--- src/mrfp_pkg.sv ---
// Package for the MQTT response frame parser: result type, phase type and codes.
// No dependencies; used by the top level and its checker.
package mrfp_pkg;

    // longest remaining-length field in bytes
    localparam int MAX_LEN_BYTES = 4;
    // result queue entries
    localparam int QUEUE_DEPTH   = 3;

    typedef enum logic [1:0] {
        PH_TYPE,
        PH_LEN,
        PH_BODY
    } t_phase;

    // result kinds
    localparam logic [1:0] KIND_TOPIC   = 2'd0;
    localparam logic [1:0] KIND_PAYLOAD = 2'd1;
    localparam logic [1:0] KIND_STATUS  = 2'd2;

    // frame status codes
    localparam logic [2:0] ST_OK         = 3'd0;
    localparam logic [2:0] ST_PUBLISH    = 3'd1;
    localparam logic [2:0] ST_PING_ACK   = 3'd2;
    localparam logic [2:0] ST_SUB_ACK    = 3'd3;
    localparam logic [2:0] ST_UNEXPECTED = 3'd4;
    localparam logic [2:0] ST_REFUSED    = 3'd5;

    // frame types (upper nibble of the type byte)
    localparam logic [3:0] FT_CONNACK  = 4'd2;
    localparam logic [3:0] FT_PUBLISH  = 4'd3;
    localparam logic [3:0] FT_SUBACK   = 4'd9;
    localparam logic [3:0] FT_UNSUBACK = 4'd11;
    localparam logic [3:0] FT_PINGRESP = 4'd13;

    // configuration register indexes
    localparam logic [1:0] CFG_PUBLISH_EN   = 2'd0;
    localparam logic [1:0] CFG_PING_EN      = 2'd1;
    localparam logic [1:0] CFG_SUBSCRIBE_EN = 2'd2;
    localparam logic [1:0] CFG_UNSUB_EN     = 2'd3;

    typedef struct packed {
        logic [1:0]  kind;
        logic [7:0]  data_byte;
        logic [2:0]  status;
        logic [3:0]  frame_type;
        logic [15:0] packet_ident;
        logic        sub_granted;
        logic [27:0] payload_length;
        logic        frame_end;
    } t_result;

endpackage

--- src/mqtt_response_frame_parser.sv ---
// MQTT response frame parser: one received byte per cycle while the input is not stalled; the
// frame phase, length and body head update on acceptance and each result enters a three-entry
// output queue. Results are registered into the queue and shown from its head. Throughput: one
// byte per cycle; a byte may give two results (a publish byte then the status), each taking its
// own output slot, and input stalls while two or more results wait in the queue.
// Reset (synchronous, active low) empties the queue, disables all handlers, waits for a type byte.
module mqtt_response_frame_parser
    import mrfp_pkg::*;
(
    input  logic        i_clk,
    input  logic        i_rst_n,
    // configuration write port
    input  logic        i_cfg_we,
    input  logic [1:0]  i_cfg_index,
    input  logic        i_cfg_data,
    // input byte channel
    input  logic        i_in_valid,
    output logic        o_in_stall,
    input  logic [7:0]  i_rx_byte,
    // result channel
    output logic        o_out_valid,
    input  logic        i_out_stall,
    output logic [1:0]  o_kind,
    output logic [7:0]  o_data_byte,
    output logic [2:0]  o_status,
    output logic [3:0]  o_frame_type,
    output logic [15:0] o_packet_ident,
    output logic        o_sub_granted,
    output logic [27:0] o_payload_length,
    output logic        o_frame_end
);

    localparam int CNT_W = $clog2(QUEUE_DEPTH + 1);

    // enables
    logic r_pub_en, r_ping_en, r_sub_en, r_unsub_en;

    // frame state
    t_phase      r_phase,     n_phase;
    logic [3:0]  r_type,      n_type;
    logic [27:0] r_len,       n_len;
    logic [1:0]  r_len_idx,   n_len_idx;
    logic [27:0] r_body_cnt,  n_body_cnt;
    logic [7:0]  r_topic_len, n_topic_len;
    logic [7:0]  r_head [0:2];
    logic [7:0]  n_head [0:2];

    // result queue
    t_result          r_queue [0:QUEUE_DEPTH-1];
    t_result          n_queue [0:QUEUE_DEPTH-1];
    logic [CNT_W-1:0] r_count, n_count;

    logic    in_acc, out_acc;
    logic    has_byte, has_stat;
    t_result res_byte, res_stat;

    // build the status result that closes a frame
    function automatic t_result make_status(
        input logic [3:0]  ft,
        input logic [27:0] len,
        input logic [7:0]  topic,
        input logic [7:0]  h0,
        input logic [7:0]  h1,
        input logic [7:0]  h2,
        input logic        pub_en,
        input logic        ping_en,
        input logic        sub_en,
        input logic        unsub_en
    );
        t_result    r;
        logic [8:0] topic_plus2;
        r              = '0;
        r.kind         = KIND_STATUS;
        r.frame_type   = ft;
        r.frame_end    = 1'b1;
        r.status       = ST_OK;
        topic_plus2    = {1'b0, topic} + 9'd2;
        if (ft == FT_PUBLISH && pub_en) begin
            if (len < 28'd6 || 28'(topic_plus2) > len) begin
                r.status = ST_UNEXPECTED;
            end else begin
                r.status         = ST_PUBLISH;
                r.payload_length = len - 28'(topic_plus2);
            end
        end else if (ft == FT_PINGRESP && ping_en) begin
            r.status = ST_PING_ACK;
        end else if (ft == FT_SUBACK && sub_en) begin
            if (len != 28'd3 || (h2 != 8'h00 && h2 != 8'h80)) begin
                r.status = ST_UNEXPECTED;
            end else begin
                r.status       = ST_SUB_ACK;
                r.packet_ident = {h0, h1};
                r.sub_granted  = (h2 == 8'h00);
            end
        end else if (ft == FT_UNSUBACK && unsub_en) begin
            if (len != 28'd2) begin
                r.status = ST_UNEXPECTED;
            end else begin
                r.status       = ST_SUB_ACK;
                r.packet_ident = {h0, h1};
            end
        end else if (ft == FT_CONNACK) begin
            if (len != 28'd2) begin
                r.status = ST_UNEXPECTED;
            end else begin
                r.status = (h0 != 8'h00) ? ST_REFUSED : ST_OK;
            end
        end
        return r;
    endfunction

    assign in_acc     = i_in_valid && !o_in_stall;
    assign out_acc    = o_out_valid && !i_out_stall;
    assign o_in_stall = (r_count >= CNT_W'(QUEUE_DEPTH - 1));

    // frame parsing: next state and results of the accepted byte
    always_comb begin
        logic [27:0] shifted;
        logic [27:0] sum;
        logic [27:0] c;
        logic [8:0]  topic_plus2;
        logic        pub_active;
        n_phase     = r_phase;
        n_type      = r_type;
        n_len       = r_len;
        n_len_idx   = r_len_idx;
        n_body_cnt  = r_body_cnt;
        n_topic_len = r_topic_len;
        for (int i = 0; i < 3; i++) begin
            n_head[i] = r_head[i];
        end
        has_byte    = 1'b0;
        has_stat    = 1'b0;
        res_byte    = '0;
        res_stat    = '0;
        shifted     = '0;
        sum         = '0;
        c           = r_body_cnt;
        topic_plus2 = {1'b0, r_topic_len} + 9'd2;
        pub_active  = (r_type == FT_PUBLISH) && r_pub_en && (r_len >= 28'd6);

        if (in_acc) begin
            unique case (r_phase)
                PH_LEN: begin
                    // accumulate seven length bits per byte
                    case (r_len_idx)
                        2'd0:    shifted = {21'd0, i_rx_byte[6:0]};
                        2'd1:    shifted = {14'd0, i_rx_byte[6:0], 7'd0};
                        2'd2:    shifted = {7'd0, i_rx_byte[6:0], 14'd0};
                        default: shifted = {i_rx_byte[6:0], 21'd0};
                    endcase
                    sum   = r_len + shifted;
                    n_len = sum;
                    if (i_rx_byte[7]) begin
                        if (({1'b0, r_len_idx} + 3'd1) >= 3'(MAX_LEN_BYTES)) begin
                            // overlong length: close the frame at once
                            n_len               = '0;
                            has_stat            = 1'b1;
                            res_stat.kind       = KIND_STATUS;
                            res_stat.status     = ST_UNEXPECTED;
                            res_stat.frame_type = r_type;
                            res_stat.frame_end  = 1'b1;
                            n_phase             = PH_TYPE;
                        end else begin
                            n_len_idx = r_len_idx + 2'd1;
                        end
                    end else begin
                        n_body_cnt  = '0;
                        n_topic_len = '0;
                        for (int i = 0; i < 3; i++) begin
                            n_head[i] = '0;
                        end
                        if (sum == 28'd0) begin
                            // empty body: status now
                            has_stat = 1'b1;
                            res_stat = make_status(r_type, sum, 8'd0, 8'd0, 8'd0, 8'd0,
                                                   r_pub_en, r_ping_en, r_sub_en, r_unsub_en);
                            n_phase  = PH_TYPE;
                        end else begin
                            n_phase = PH_BODY;
                        end
                    end
                end
                PH_BODY: begin
                    // capture the first three body bytes
                    for (int i = 0; i < 3; i++) begin
                        if (c == 28'(i)) begin
                            n_head[i] = i_rx_byte;
                        end
                    end
                    if (pub_active) begin
                        if (c == 28'd1) begin
                            n_topic_len = i_rx_byte;
                        end
                        if (c >= 28'd2) begin
                            has_byte            = 1'b1;
                            res_byte.kind       = (c < 28'(topic_plus2)) ? KIND_TOPIC
                                                                         : KIND_PAYLOAD;
                            res_byte.data_byte  = i_rx_byte;
                            res_byte.frame_type = r_type;
                        end
                    end
                    n_body_cnt = c + 28'd1;
                    if (n_body_cnt >= r_len) begin
                        has_stat = 1'b1;
                        res_stat = make_status(r_type, r_len, n_topic_len,
                                               n_head[0], n_head[1], n_head[2],
                                               r_pub_en, r_ping_en, r_sub_en, r_unsub_en);
                        n_phase  = PH_TYPE;
                    end
                end
                default: begin
                    // type byte: start a new frame
                    n_type     = i_rx_byte[7:4];
                    n_len      = '0;
                    n_len_idx  = '0;
                    n_body_cnt = '0;
                    n_phase    = PH_LEN;
                end
            endcase
        end
    end

    // result queue: drop the head on pop, append new results behind the rest
    always_comb begin
        t_result          s [0:QUEUE_DEPTH-1];
        t_result          r0;
        logic [CNT_W-1:0] base;
        logic [CNT_W-1:0] second;
        logic             push0;
        logic             push1;
        for (int i = 0; i < QUEUE_DEPTH - 1; i++) begin
            s[i] = out_acc ? r_queue[i+1] : r_queue[i];
        end
        s[QUEUE_DEPTH-1] = r_queue[QUEUE_DEPTH-1];
        base    = r_count - CNT_W'(out_acc);
        push0   = has_byte || has_stat;
        push1   = has_byte && has_stat;
        r0      = has_byte ? res_byte : res_stat;
        second  = base + CNT_W'(1);
        for (int i = 0; i < QUEUE_DEPTH; i++) begin
            n_queue[i] = s[i];
            if (push0 && base == CNT_W'(i)) begin
                n_queue[i] = r0;
            end
            if (push1 && second == CNT_W'(i)) begin
                n_queue[i] = res_stat;
            end
        end
        n_count = base + CNT_W'(push0) + CNT_W'(push1);
    end

    // control registers
    always_ff @(posedge i_clk) begin
        if (!i_rst_n) begin
            r_pub_en   <= 1'b0;
            r_ping_en  <= 1'b0;
            r_sub_en   <= 1'b0;
            r_unsub_en <= 1'b0;
            r_phase    <= PH_TYPE;
            r_count    <= '0;
        end else begin
            if (i_cfg_we) begin
                unique case (i_cfg_index)
                    CFG_PUBLISH_EN:   r_pub_en   <= i_cfg_data;
                    CFG_PING_EN:      r_ping_en  <= i_cfg_data;
                    CFG_SUBSCRIBE_EN: r_sub_en   <= i_cfg_data;
                    CFG_UNSUB_EN:     r_unsub_en <= i_cfg_data;
                    default: ;
                endcase
            end
            r_phase <= n_phase;
            r_count <= n_count;
        end
    end

    // frame state: cleared to zero on reset
    always_ff @(posedge i_clk) begin
        if (!i_rst_n) begin
            r_type      <= '0;
            r_len       <= '0;
            r_len_idx   <= '0;
            r_body_cnt  <= '0;
            r_topic_len <= '0;
            for (int i = 0; i < 3; i++) begin
                r_head[i] <= '0;
            end
        end else begin
            r_type      <= n_type;
            r_len       <= n_len;
            r_len_idx   <= n_len_idx;
            r_body_cnt  <= n_body_cnt;
            r_topic_len <= n_topic_len;
            for (int i = 0; i < 3; i++) begin
                r_head[i] <= n_head[i];
            end
        end
    end

    // queue payload
    always_ff @(posedge i_clk) begin
        for (int i = 0; i < QUEUE_DEPTH; i++) begin
            r_queue[i] <= n_queue[i];
        end
    end

    // show the queue head
    assign o_out_valid      = (r_count != '0);
    assign o_kind           = r_queue[0].kind;
    assign o_data_byte      = r_queue[0].data_byte;
    assign o_status         = r_queue[0].status;
    assign o_frame_type     = r_queue[0].frame_type;
    assign o_packet_ident   = r_queue[0].packet_ident;
    assign o_sub_granted    = r_queue[0].sub_granted;
    assign o_payload_length = r_queue[0].payload_length;
    assign o_frame_end      = r_queue[0].frame_end;

endmodule

--- config.mk ---
export PLATFORM = sky130hd
export DESIGN_NAME = mqtt_response_frame_parser
export DESIGN_NICKNAME = d
export VERILOG_FILES = /design/src/mrfp_pkg.sv /design/src/mqtt_response_frame_parser.sv
export SDC_FILE = /design/constraint.sdc
export NUM_CORES = 1
export LEC_CHECK = 0
export ABC_CLOCK_PERIOD_IN_PS = 8700
export BUFFER_PORTS_ARGS = -buffer_cell sky130_fd_sc_hd__buf_2
export CORE_MARGIN = 4
export CORE_UTILIZATION = 55
export CTS_CLUSTER_SIZE = 28
export DETAILED_ROUTE_END_ITERATION = 10
export HOLD_SLACK_MARGIN = 0.15
export PLACE_DENSITY = 0.69
export SYNTH_ARGS = -nofsm -noshare
export SYNTH_HDL_FRONTEND = slang
export SYNTH_SLANG_ARGS = --single-unit
--- constraint.sdc ---
create_clock -name i_clk -period 8.7 [get_ports i_clk]
set_input_delay 0.435 -clock i_clk [delete_from_list [all_inputs] [get_ports i_clk]]
set_output_delay 0.435 -clock i_clk [all_outputs]
set_load 0.01 [all_outputs]
; ---- After elaboration in Yosys (flattened, before gate mapping)
; Memories as Yosys holds them, arrays and structs flattened.
; Index checks and enable logic that the tools add are counted.
[op_classes]
add_sub_neg = 12
order_cmp = 10
eq_ne = 28
mux = 120
n_bitwise = 5
n_reduce_logical = 43
[ops]
columns = op, n
row1 = 63-bit 2-to-1 mux, 12
row2 = 28-bit 2-to-1 mux, 9
row3 = 17-bit 2-to-1 mux, 12
row4 = 8-bit 2-to-1 mux, 18
row5 = 63-bit one-hot mux with 2 select lines, 1
row6 = "28-bit by 2-bit inequality test with 1-bit output, second input constant", 4
row7 = 28-bit one-hot mux with 2 select lines, 2
row8 = 28-bit one-hot mux with 3 select lines, 1
row9 = 16-bit 2-to-1 mux, 4
row10 = 3-bit 2-to-1 mux, 19
row11 = 28-bit logical NOT, 2
row12 = "28-bit by 3-bit < comparator with 1-bit output, second input constant", 2
row13 = 24-bit 2-to-1 mux, 2
row14 = 24-bit one-hot mux with 2 select lines, 1
row15 = 45-bit 2-to-1 mux, 1
row16 = 9-bit 2-to-1 mux, 4
row17 = "28-bit by 1-bit adder with 28-bit output, second input constant", 1
row18 = 28-bit adder, 1
row19 = "28-bit by 1-bit equality test with 1-bit output, second input constant", 1
row20 = "28-bit by 2-bit equality test with 1-bit output, second input constant", 1
row21 = "28-bit by 2-bit >= comparator with 1-bit output, second input constant", 1
row22 = 28-bit >= comparator, 1
row23 = "28-bit by 3-bit >= comparator with 1-bit output, second input constant", 1
row24 = "2-bit by 28-bit greater-than comparator with 1-bit output, first input constant", 1
row25 = 38 further kinds, 116
[totals]
regBits = 78
ramBits = 213
input_bits = 16
output_inout_bits = 65
mem_count = 2
[memory_table]
columns = name, depth, word_bits, read_ports, rd_clocked_by_memory_dff, wr, line
row1 = r_queue, 3, 63, 3, 0, 3, mqtt_response_frame_parser.sv:49  ; t_result r_queue [0:QUEUE_DEPTH-1];
row2 = r_head, 3, 8, 3, 0, 3, mqtt_response_frame_parser.sv:45  ; logic [7:0] r_head [0:2];

; ---- Longest topological paths before layout
; Gate-level depths: netlist of the first run.
[logic_depth]
word_depth = 24
depth_mapped = 25

; ---- Worst setup path after synthesis of the first run
; No wires, ideal clock.
[synth_timing]
kind = flip-flop to flip-flop
startpoint = register r_body_cnt[0] (netlist name)
endpoint = memory r_queue[0][100] (netlist name) (enable)
t_arrival_ns = 5.900
t_required_ns = 8.085
path_slack_ns = 2.185
stages_incl_launch_ff = 26
path_buffers = 4
path_cell_list = dfxtp_1 > ha_1 > nand3_1 > nor3b_1 > and3_1 > nand3_1 > or2_2 > clkbuf_1 > nor2_1 > nand3_1 > or2_1 > xnor2_1 > ha_1 > and4_1 > a41oi_1 > nand2_1 > o21ai_0 > a21oi_1 > or2_2 > nand2_1 > nand2_1 > buf_4 > a21boi_4 > buf_4 > buf_6 > nand2_1
[synth_lines]
columns = element, line
row1 = to (decl), mqtt_response_frame_parser.sv:49

==> results of run 1 <==
worst min path at each step:
stage,from,endpoint,slack (ns),depth (start not counted)
floorplan,r_queue[0][53],r_queue[0][53],0.47,2
global placement,r_queue[0][54],r_queue[0][54],0.48,2
detailed placement,r_queue[0][57],r_queue[0][57],0.48,2
CTS,i_cfg_index[1],r_pub_en,0.24,4
global route,i_cfg_index[1],r_pub_en,0.25,4
finish,i_cfg_index[0],r_sub_en,0.25,4
registers in the layout, indices dropped and copies added, names as in the netlist:
register	flops
r_queue	186
r_body_cnt	28
r_len	28
r_head	24
r_topic_len	8
r_type	4
r_count	2
r_len_idx	2
r_phase	2
r_ping_en	1
r_pub_en	1
r_sub_en	1
r_unsub_en	1
cells in the mapped netlist, types with 7 or more instances:
master and number:
ha_1 86, nand2b_1 14, nor2_1 197, and2_1 55, buf_4 63, nand2_1 108, a21oi_1 90, nor3_1 85
and3_1 16, edfxtp_1 159, clkbuf_1 82, xnor2_1 60, nor4_1 24, nand4_1 30, o21ai_0 51, a21o_1 27
o22ai_1 7, mux2_2 7, o21a_1 23, a2111oi_2 7, dfxtp_1 129, o211ai_1 9, o2bb2ai_1 33, or3_1 14
nor2b_1 96, o21ai_1 11, a22o_1 38, nand3_1 47, buf_2 21, a22oi_1 65, a31oi_1 8, mux2i_1 49
a221oi_1 7, xor2_1 29, inv_1 58
metal layers:
metal	track usage [%]	vias up	wire length [um]
li1	-	6749	-
met1	36.93	6722	21180
met2	40.32	548	20640
met3	3.135	99	3261
met4	8.583	0	1754
met5	0	-	0
critical path, stage by stage (launching register included):
cell     delay, ns
dfxtp_1       0.47
ha_1          0.29
nand3_1       0.22
nor3b_1       0.57
and3_1        0.25
nand3_1       0.15
or2_2         0.41
nor2_1        0.21
nand3_1       0.19
or2_1         0.30
xnor2_1       0.15
ha_1          0.28
and4_1        0.22
a41oi_1       0.12
nand2_1       0.12
o21ai_0       0.08
a21oi_1       0.52
or2_2         0.21
nand2_1       0.15
a21oi_1       0.85
nor2_2        0.03
buf_4         0.30
nand2_2       0.84
power by group:
part           internal, uW  leakage [uW]  switching [uW]
sequential             1560       0.00260            51.3
clock                   756      0.000482             561
combinational           198       0.00400             345
cells by family after synthesis:
logic type / count (synthesis) / share of synthesized area (%)
DFF: 288 / 41.55
and+or+nand+nor: 723 / 20.69
muxes: 60 / 3.469
buffers and inverters: 237 / 6.677
xor gates and xnor gates: 89 / 4.402
adders and majority gates: 89 / 6.416
AOI/OAI and AO/OA: 421 / 16.80
final cells by class:
type                       instances  area share, %
clock inverter                    21          1.156
timing repair buffer              96          2.777
inverter                          63          1.256
sequential                       288          39.06
multi-input combinational       1382          48.81
clock buffer                      36          4.272
tap                              402          2.671
timing repair:
| item | CTS | global route |
|---|---|---|
| endpoints found under the hold margin | 2 | 0 |
| gates resized for setup | 0 | 0 |
| buffers inserted | 0 | 0 |
| hold buffers | 1 | 0 |
through the flow:
step	power [uW]	instance area, um2	std cells	setup WS (ns)	hold WS [ns]
detailed placement	2179	17800	2230	1.367	0.4797
floorplan	2071	17710	1907	2.185	0.4688
CTS	3492	18830	2288	1.363	0.2363
global placement	2168	17800	2230	1.607	0.4813
global route	3614	18830	2288	0.6424	0.2458
finish	3475	18830	2288	1.300	0.2527
==> summary.md, run 1 <==
| Metric | Value |
|---|---|
| Gr usage total | 25.62% |
| Leakage Power | 0.007085 uW |
| Largest net degree at the start of global routing | 103 |
| GRT Residual Overflow | 0 |
| Worst Hold Class | in -> reg |
| # setup viols final | 0 |
| Most frequent cells in the layout | nor2_1 (197), edfxtp_1 (159), dfxtp_1 (129) |
| PwrDens | 184.5 mW/mm2 |
| Core area | 0.03164 mm2 |
| R2R cell count | 22 |
| RR Startpoint | r_body_cnt[1] |
| Nets | 1967 |
| YS warnings | 0 |
| Synth-to-Final Area Change | 6.359% |
| Arrival time worst endpoint | 7.59 ns |
| DIE AREA | 0.03513 mm2 |
| Number of synthesized register bits | 288 |
| Multi-input combinational cell area | 0.009193 mm2 |
| Drt total wl | 46830 um |
| RSZ-0062 raised after global routing | no |
| Syn Nets | 2012 |
| CP startpoint kind | register |
| Mapped Area | 0.01771 mm2 |
| Detailed-route vias per instance | 6.170 |
| Max-cap violation count | 0 |
| CP max FO | 53 |
| Worst slew pin tran | 1.220 ns |
| Syn Inst Count | 1907 |
| Flop2flop setup slack | 1.30 ns |
| Max VDD drop | 0.1617 mV |
| Area share of the largest cell type after synthesis | 26.96% |
| 1st-iter DRT viols | 1316 |
| Final hold vios | 0 |
| Worst skew pair latency | 0.58 ns |
| Die Ht | 187.4 um |
| Final setup skew | 0.01891 ns |
| Post-route ant nets | 0 |
| Site row count | 65 |
| Vias in the first global route | 13240 |
| Initial antenna violation count | 0 |
| Worst EP required | 8.89 ns |
| TritonCTS Sinks | 288 |
| Io pins | 81 |
| Fill cells | 2745 |
| Tcrit/Tclk final | 85.06% |
| Slew HR | 18.69% |
| Final Util | 59.53% |
| Ant diodes | 0 |
| Max H-tree Level | 1 |
| Die W | 187.4 um |
| Clock buffer depth | 3 |
| Setup crit start | r_body_cnt[1] |
| Detailed Place HPWL | 34040 um |
| Worst setup path category | reg -> reg |
| Post-route DRC | 0 |
| Share of layout cells above drive strength 1 | 9.809% |
| 1st-pass router iterations | 5 |
| Outcome | complete, no violations |
| Most common cell after layout, fill and taps aside | nor2_1 |
| Async set-reset flop share out of synthesis | 0% |
| Setup_tns | 0 ns |
| First-pass GRT wire length | 73610 um |
| Cell variety after synth | 79 |
| CTS Buf Count | 31 |
| Post-synth top area cell | edfxtp_1 |
| Clk slew on worst S/H paths | 0.07 ns |
| Most used DFF post-synth | edfxtp_1 |
| Post-synth EDFFs | 159 |
| Synth top area cells | edfxtp_1 (27%), dfxtp_1 (15%), ha_1 (6.1%) |
| Routed vias | 14120 |
| Register area | 0.007357 mm2 |
| Mean Syn Cell Area | 9.286 um2 |
| RePlAce Congestion | 0.9301 |
| Fmax | 135.1 MHz |
| Setup crit end | r_queue[0][19] |
| Routed wire per std cell | 20.47 um |
| Final Max Slew Viols | 0 |
| Port Buffers | 80 |
| CTS tree | built |
| Worst setup EP type | register |
| Starting density of the core | 55.97% |
| Root buf cell | clkbuf_16 |
| Post-synthesis sequential area ratio | 41.55% |
| Min cycle time layout | 7.400 ns |
| Critical R2R Capture | r_queue[0][19] |
Power figures use the tool's default switching activity.
==> run 2: changes to the inputs <==
--- a/config.mk
+++ b/config.mk
@@ -5,7 +5,7 @@
 export SDC_FILE = /design/constraint.sdc
 export NUM_CORES = 1
 export LEC_CHECK = 0
-export ABC_CLOCK_PERIOD_IN_PS = 8700
+export ABC_CLOCK_PERIOD_IN_PS = 9500
 export BUFFER_PORTS_ARGS = -buffer_cell sky130_fd_sc_hd__buf_2
 export CORE_MARGIN = 4
 export CORE_UTILIZATION = 55
==> constraint.sdc (replaced) <==
create_clock -name i_clk -period 9.5 [get_ports i_clk]
set_input_delay 0.475 -clock i_clk [delete_from_list [all_inputs] [get_ports i_clk]]
set_output_delay 0.475 -clock i_clk [all_outputs]
set_load 0.01 [all_outputs]
==> summary.md, run 2 (synthesis gave the netlist of run 1 again) <==
| Metric | Value |
|---|---|
| Outcome | complete, no violations |
| Die Ht | 187.4 um |
| Detailed-route vias per instance | 6.141 |
| Site row count | 65 |
| Clk slew on worst S/H paths | 0.06 ns |
| Worst setup EP type | register |
| CTS tree | built |
| M1 GR Usage | 37.25% |
| Post_cts resized | 0 |
| TritonCTS Sinks | 288 |
| Ant diodes | 0 |
| Worst slew pin tran | 1.195 ns |
| Placed insts | 2229 |
| Nets | 1965 |
| Tcrit/Tclk final | 78.74% |
| Largest reg by FF count | r_queue |
| Routed vias | 14030 |
| Final Util | 59.48% |
| Vias in the first global route | 13110 |
| Detailed Place HPWL | 33620 um |
| Final cell count without fillers | 2285 |
| CP max stage delay | 0.95 ns |
| Final worst setup slack | 2.020 ns |
| First-pass GRT wire length | 73460 um |
| Setup_tns | 0 ns |
| Io pins | 81 |
| Initial antenna violation count | 0 |
| Starting density of the core | 55.97% |
| Met3 GRT Util | 3.397% |
| Post-CTS setup buffer count | 0 |
| Worst-path cell with the longest stage delay | a21oi_1 |
| Clock buffer depth | 3 |
| CTS Buf Count | 31 |
| GRT Residual Overflow | 0 |
| Fill cells | 2679 |
| RePlAce Congestion | 0.8920 |
| Share of layout cells above drive strength 1 | 9.719% |
| Final setup skew | 0.01485 ns |
| Post-route ant nets | 0 |
| Max H-tree Level | 1 |
| Leakage Power | 0.007098 uW |
| DIE AREA | 0.03513 mm2 |
| Most frequent CP cell | nand3_1 |
| Largest net degree at the start of global routing | 103 |
| 1st-pass router iterations | 5 |
| Port Buffers | 80 |
| Min cycle time layout | 7.480 ns |
| Grt peak-use layer | met2 |
| Max-cap violation count | 0 |
| Max FFs per register | 186 |
| Final hold vios | 0 |
| Worst skew pair latency | 0.57 ns |
| Die W | 187.4 um |
| Worst setup path category | reg -> reg |
| Max VDD drop | 0.1502 mV |
| Slew HR | 20.31% |
| Fmax | 133.7 MHz |
| Routed wire per std cell | 20.29 um |
| Post-Place Setup Slack | 2.126 ns |
| Worst EP required | 9.68 ns |
| # setup viols final | 0 |
| Met2 track demand over resource | 40.60% |
| Root buf cell | clkbuf_16 |
| PwrDens | 169.0 mW/mm2 |
| Core area | 0.03164 mm2 |
| RSZ-0062 raised after global routing | no |
| Post-route DRC | 0 |
| CP max FO | 53 |
| Arrival time worst endpoint | 7.66 ns |
| Worst Hold Class | in -> reg |
| Final Max Slew Viols | 0 |
| Gr usage total | 25.53% |
| Synth-to-Final Area Change | 6.260% |
| Most common cell after layout, fill and taps aside | nor2_1 |
| Drt total wl | 46350 um |
| CP startpoint kind | register |
| Critical-path cell list | ha_1 -> nand3_1 -> nor3b_1 -> and3_1 -> nand3_1 -> or2_2 -> nor2_1 -> nand3_1 -> or2_1 -> xnor2_1 -> ha_1 -> and4_1 -> a41oi_1 -> nand2_1 -> o21ai_0 -> a21oi_1 -> or2_2 -> nand2_1 -> a21oi_1 -> nor2_2 -> buf_4 -> nand2_2 |
| Total power | 3180 uW |
| 1st-iter DRT viols | 1253 |
| Most frequent cells in the layout | nor2_1 (197), edfxtp_1 (159), dfxtp_1 (129) |
| CTS Hold Bufs | 0 |
| Regs by FF count | r_queue: 186 flops, r_body_cnt: 28 flops, r_len: 28 flops |
-- run 2: cell types whose count changed in the layout (fill, tap and decap cells not counted), sizes merged --
cell	previous run	this run
clkinv	11	13
buf	95	94
inv	64	63
clkbuf	36	39
clkinvlp	6	1
dlygate4sd3	1	0
-- run 2: where the power goes --
| part | total, uW | switching, uW | internal [uW] |
|---|---|---|---|
| registers | 1480 | 47.2 | 1430 |
| logic | 499 | 316 | 183 |
| clock network | 1200 | 492 | 710 |
| total | 3180 | 855 | 2330 |
-- run 2: critical path, delay by kind of cell, from the launching register on --
kind | cells | cell delay [ns]
XOR/XNOR | 1 | 0.14
buffers and inverters | 1 | 0.30
AO/OA/AOI/OAI | 4 | 1.66
AND/OR/NAND/NOR | 14 | 3.90
adder cells (fa/ha/maj) | 2 | 0.57
flip-flops | 1 | 0.45
-- run 2: final cells by class --
| cell class | instances | area, um2 | area share (%) |
|---|---|---|---|
| clock inverter | 17 | 176.4 | 0.9376 |
| timing repair buffer | 94 | 505.5 | 2.686 |
| clock buffer | 39 | 845.8 | 4.495 |
| inverter | 63 | 236.5 | 1.257 |
| multi-input combinational | 1382 | 9193 | 48.85 |
| sequential | 288 | 7357 | 39.10 |
| tap | 402 | 503.0 | 2.673 |
-- run 2: path summary, 6_finish.rpt --
check	slack, ns	cells after the start	from	to
worst max-delay path	2.02	22	r_body_cnt[0]	r_queue[0][15]
worst min register to register	0.49	2	r_queue[0][55]	r_queue[0][55]
worst min-delay path	0.21	3	i_cfg_data	r_ping_en
worst max register to register	2.02	22	r_body_cnt[0]	r_queue[0][15]
-- run 2: through the flow --
stage	hold WS [ns]	area, um2
after detailed placement	0.4812	17790
after global routing	0.2359	18820
after CTS	0.2035	18820
final	0.2125	18820
after global placement	0.4808	17790
after floorplan	0.4688	17710
-- run 2: per-layer routing --
metal / share of wire (%) / wire [um]
met5: 0 / 0
met3: 6.5 / 3001
met2: 45 / 20800
met4: 2.6 / 1208
met1: 46 / 21350
